<file path="config.mk">
export PLATFORM = sky130hd
export DESIGN_NAME = marcs_ctrl
export DESIGN_NICKNAME = d
export VERILOG_FILES = /design/src/rtl/marcs_pkg.sv /design/src/rtl/marcs_ctrl.sv
export SDC_FILE = /design/constraint.sdc
export NUM_CORES = 1
export LEC_CHECK = 0
export BUFFER_PORTS_ARGS = -buffer_cell sky130_fd_sc_hd__buf_2
export CAP_MARGIN = 30
export CORE_AREA = 3 3 40 42
export CTS_BUF_LIST = sky130_fd_sc_hd__clkbuf_2
export DETAILED_ROUTE_END_ITERATION = 7
export DIE_AREA = 0 0 43 45
export GPL_TIMING_DRIVEN = 0
export PLACE_DENSITY = 0.44
export SLEW_MARGIN = 20
export SYNTH_ARGS = -nofsm -noshare
export SYNTH_HDL_FRONTEND = slang
export SYNTH_SLANG_ARGS = --single-unit
</file>
<file path="constraint.sdc">
create_clock -name i_clk -period 3.17 [get_ports i_clk]
set_clock_uncertainty 0.15 [all_clocks]
set_input_delay 0.1585 -clock i_clk [delete_from_list [all_inputs] [get_ports i_clk]]
set_output_delay 0.1585 -clock i_clk [all_outputs]
set_load 0.01 [all_outputs]
</file>
<file path="src/rtl/marcs_pkg.sv">
// shared types, constants and helpers of the range count scan unit
package marcs_pkg;

    // store geometry
    localparam int MAX_RECORDS = 4096;
    localparam int ADDR_W      = $clog2(MAX_RECORDS);
    localparam int CNT_W       = $clog2(MAX_RECORDS + 1);

    // attribute and bound widths
    localparam int ATTR_MAX    = 3;
    localparam int ATTR_COUNT  = 3;
    localparam int ATTR_W      = 24;
    localparam int BOUND_W     = 32;
    localparam int OUT_W       = 13;
    localparam logic [OUT_W-1:0] OUT_MAX = {OUT_W{1'b1}};

    // configuration register map
    localparam int NUM_REGS  = 6;
    localparam int REG_IDX_W = 3;
    localparam logic [REG_IDX_W-1:0] REG_LOWER_A = 3'd0;
    localparam logic [REG_IDX_W-1:0] REG_UPPER_A = 3'd1;
    localparam logic [REG_IDX_W-1:0] REG_LOWER_B = 3'd2;
    localparam logic [REG_IDX_W-1:0] REG_UPPER_B = 3'd3;
    localparam logic [REG_IDX_W-1:0] REG_LOWER_C = 3'd4;
    localparam logic [REG_IDX_W-1:0] REG_UPPER_C = 3'd5;
    localparam logic [BOUND_W-1:0] BOUND_LOW_RST  = 32'h0000_0000;
    localparam logic [BOUND_W-1:0] BOUND_HIGH_RST = 32'hffff_ffff;

    // operation codes
    localparam logic [1:0] OP_LOAD  = 2'd0;
    localparam logic [1:0] OP_QUERY = 2'd1;
    localparam logic [1:0] OP_CLEAR = 2'd2;

    typedef logic [ATTR_MAX-1:0][ATTR_W-1:0]   t_record;
    typedef logic [2*ATTR_MAX-1:0][BOUND_W-1:0] t_bounds;

    typedef struct packed {
        logic [1:0]        operation;
        logic [ATTR_W-1:0] attr_a;
        logic [ATTR_W-1:0] attr_b;
        logic [ATTR_W-1:0] attr_c;
    } t_in_word;

    typedef struct packed {
        logic [OUT_W-1:0] match_count;
        logic [OUT_W-1:0] records_held;
    } t_out_word;

    // controller to datapath
    typedef struct packed {
        logic load;
        logic clear;
        logic scan_start;
        logic scan_issue;
        logic result_load;
    } t_cmd;

    // datapath to controller
    typedef struct packed {
        logic issue_done;
        logic pipe_busy;
        logic out_busy;
    } t_stat;

    // clamp a count to the output field
    function automatic logic [OUT_W-1:0] sat_out(input logic [CNT_W-1:0] v);
        logic [CNT_W+OUT_W-1:0] w;
        w = {{OUT_W{1'b0}}, v};
        if (w > {{CNT_W{1'b0}}, OUT_MAX}) begin
            return OUT_MAX;
        end
        return w[OUT_W-1:0];
    endfunction

    // record lies inside every active inclusive range
    function automatic logic rec_inside(input t_record rec, input t_bounds bnd);
        logic ok;
        logic [BOUND_W-1:0] v;
        ok = 1'b1;
        for (int a = 0; a < ATTR_COUNT; a++) begin
            v = {{(BOUND_W-ATTR_W){1'b0}}, rec[a]};
            if (v < bnd[2*a] || v > bnd[2*a+1]) begin
                ok = 1'b0;
            end
        end
        return ok;
    endfunction

endpackage

</file>
<file path="src/rtl/marcs_ctrl.sv">
// controller state machine: accepts words and sequences the store scan
module marcs_ctrl (
    input  logic                i_clk,
    input  logic                i_rst_n,
    input  logic                i_in_valid,
    input  logic [1:0]          i_operation,
    input  marcs_pkg::t_stat    i_stat,
    output marcs_pkg::t_cmd     o_cmd,
    output logic                o_in_stall
);

    typedef enum logic [1:0] {
        S_IDLE,
        S_SCAN,
        S_DONE
    } t_state;

    t_state r_state;
    t_state n_state;
    logic   accept;

    assign o_in_stall = (r_state != S_IDLE);
    assign accept     = i_in_valid && (r_state == S_IDLE);

    // next state and commands
    always_comb begin
        n_state = r_state;
        o_cmd   = '0;
        case (r_state)
            S_IDLE: begin
                if (accept) begin
                    case (i_operation)
                        marcs_pkg::OP_LOAD: begin
                            o_cmd.load = 1'b1;
                        end
                        marcs_pkg::OP_QUERY: begin
                            o_cmd.scan_start = 1'b1;
                            n_state          = S_SCAN;
                        end
                        marcs_pkg::OP_CLEAR: begin
                            o_cmd.clear = 1'b1;
                        end
                        default: begin
                        end
                    endcase
                end
            end
            S_SCAN: begin
                if (!i_stat.issue_done) begin
                    o_cmd.scan_issue = 1'b1;
                end else if (!i_stat.pipe_busy) begin
                    n_state = S_DONE;
                end
            end
            S_DONE: begin
                if (!i_stat.out_busy) begin
                    o_cmd.result_load = 1'b1;
                    n_state           = S_IDLE;
                end
            end
            default: begin
                n_state = S_IDLE;
            end
        endcase
    end

    // state register
    always_ff @(posedge i_clk) begin
        if (!i_rst_n) begin
            r_state <= S_IDLE;
        end else begin
            r_state <= n_state;
        end
    end

endmodule

</file>
==> impl_results.md <==
- Status: completed
- Fmax: 0.608 GHz
- Max H-tree Level: 1
- Seq cells post-synth: 2
- Largest Register: r_state
- Top cell type by total area after synthesis: dfxtp_1
- Post-CTS setup buffers: 0
- WL/cell: 9.33 um
- Worst R2R Setup Slack: 1.86 ns
- Mapped Nets: 26
- Clock tree buffer depth: 2
- Hold crit path type: in -> reg
- CP endpoint kind: output port
- Mapped Cells: 18
- DR iter-0 viols: 4
- Final #Nets: 44
- Detail Route Antenna Nets: 0
- R2r startpoint: r_state[0]
- Vias: 180
- Top cells by area, synth: dfxtp_1 26%, nand3b_1 9.9%, nor3b_1 9.9%
- Top Ports: 14
- Largest net degree at the start of global routing: 8
- Worst setup SP type: flop
- Mapped cell area: 151 um^2
- Flop pwr share: 0.324
- Top post-synthesis cells by count: 2 x dfxtp_1, 2 x nand2_1, 2 x nand3b_1, 2 x nor2_1, 2 x nor3b_1
- Pre-antenna DRT Iters: 2
- Critical Path End: o_cmd[2]
- Tot GR Track Use: 0.0615
- Port Buffers: 13
- Share of cells above drive strength 1: 0.559
- R2R cell count: 2
- Warnings from Yosys: 0
- Worst path required time: 2.86 ns
- Fillers: 148
- Routability congestion estimate: 0.676
- Fin util: 0.195
- Combinational cell fraction of total power: 0.207
- Clock transition at path regs: 0.03 ns
- Worst setup path category: reg -> out
- Rel. slew slack: 0.865
- Chip height: 45 um
- CTS Buf Count: 3
- Final Max Tran Viols: 0
- GRT overflow: 0
- WL final: 457 um
- Primary flip-flop cell chosen by synthesis mapping: dfxtp_1
- Post_cts resized: 0
- Die Wd: 43 um
- Final TNS setup: 0 ns
- Net Sw Power: 23.7 uW
- Yosys top cell area share: 0.264
- Slew @ Worst Pin: 0.202 ns
- Crit Path Max Fanout: 7
- Vias/cell: 3.67
- P per Cell Area: 338 nW/um^2
- Worst Path Arrival: 1.34 ns
- Final period util: 0.519
- Starting Density: 0.118
- Sw Ratio: 0.281
- Int Pwr: 60.8 uW
- Final Hold Fails: 0
- Clk sinks: 2
- Clock Power Share: 0.469
- Total core area: 1280 um^2
- Core Rows: 13
- RSZ-0062 raised after global routing: no
- Antenna violations before repair: 0
- Min Tclk post-route: 1.64 ns
- Antenna cells: 0
- Max reg flops: 2
- Vias in the first global route: 186
- Mapped Avg Cell Area: 8.41 um^2
- Clock tree from TritonCTS: done
- Hold_buf cts: 0
- Sequential-to-total area share from yosys stat: 0.264
- Peak supply drop: 0.118 mV
- Top flop regs: r_state: 2 flops
- Worst-Skew Late Latency: 0.19 ns
- Leak Pwr: 0.000127 uW
- Post-synth EDFFs: 0
- Unique masters post-synth: 13
- Syn-to-layout area delta: 65.3%
- CTS root buf: clkbuf_2
- First-pass GRT wire length: 793 um
- Crit path from: r_state[0]
- Full die area: 1940 um^2
- Final setup fails: 0
- Worst R2R End: r_state[0]
- DRC Markers: 0
- Maxcap violations: 0
- Async S/R FF share, synth: 0
## cell families after synthesis
group	Yosys count	synth area share
flops	2	0.264
buf+inv	1	0.0248
simple gates	13	0.578
compound gates	2	0.132
## worst min path at each step
| stage | depth (start not counted) | end | slack (ns) | start |
|---|---|---|---|---|
| global placement | 3 | r_state[0] | 0.26 | i_stat[1] |
| CTS | 3 | r_state[0] | 0.05 | i_stat[1] |
| detailed placement | 3 | r_state[0] | 0.26 | i_stat[1] |
| global route | 3 | r_state[0] | 0.05 | i_stat[1] |
| floorplan | 2 | r_state[0] | 0.15 | i_stat[1] |
| finish | 3 | r_state[0] | 0.07 | i_stat[1] |
## stage by stage
step	setup WS [ns]	instance area (um^2)	power [uW]	std cells	hold WS, ns
floorplan	1.81	151	35.9	18	0.146
global placement	1.72	235	45.4	46	0.262
detailed placement	1.72	235	45.5	46	0.261
CTS	1.50	250	88.7	49	0.0492
global route	1.40	250	94.2	49	0.0544
finish	1.53	250	84.5	49	0.0665
## critical path: stages (launching register included)
cell,delay (ns)
dfxtp_1,0.35
or4b_4,0.57
nor2_1,0.09
buf_2,0.13
## cells in the final DEF (no fill, tap or decap)
cell       synthesis  final
a21boi_0           1      1
buf_2              0     13
clkbuf_2           0      3
dfxtp_1            2      2
inv_1              1      1
nand2_1            2      2
nand3b_1           2      2
nand4bb_1          1      1
nor2_1             2      2
nor2b_1            1      1
nor3_1             1      1
nor3b_1            2      2
o22ai_2            1      1
or2_2              1      1
or4b_4             1      1
## power by group through the flow
stage	registers [uW]	clock network (uW)	logic (uW)
floorplan	27.4	0	8.58
global placement	27.8	0	17.6
detailed placement	27.7	0	17.7
CTS	27.4	43.5	17.8
global route	27.6	46.9	19.6
finish	27.4	39.6	17.5
## layer usage
| layer | wire [um] | GRT usage | vias up | part of all wire |
|---|---|---|---|---|
| li1 | - | - | 98 | - |
| met1 | 272 | 0.0791 | 69 | 0.60 |
| met2 | 122 | 0.0659 | 13 | 0.27 |
| met3 | 62 | 0.0757 | 0 | 0.14 |
| met4 | 0 | 0 | 0 | 0 |
| met5 | 0 | 0 | - | 0 |
## cell type report
type	count	area, um^2	area share
clock buffer	3	15.0	0.0600
timing repair buffer	13	65.1	0.260
inverter	1	3.75	0.0150
multi-input combinational	15	108	0.430
tap	15	18.8	0.0750
sequential	2	40.0	0.160
No activity file was read; power rests on OpenSTA's default activity.
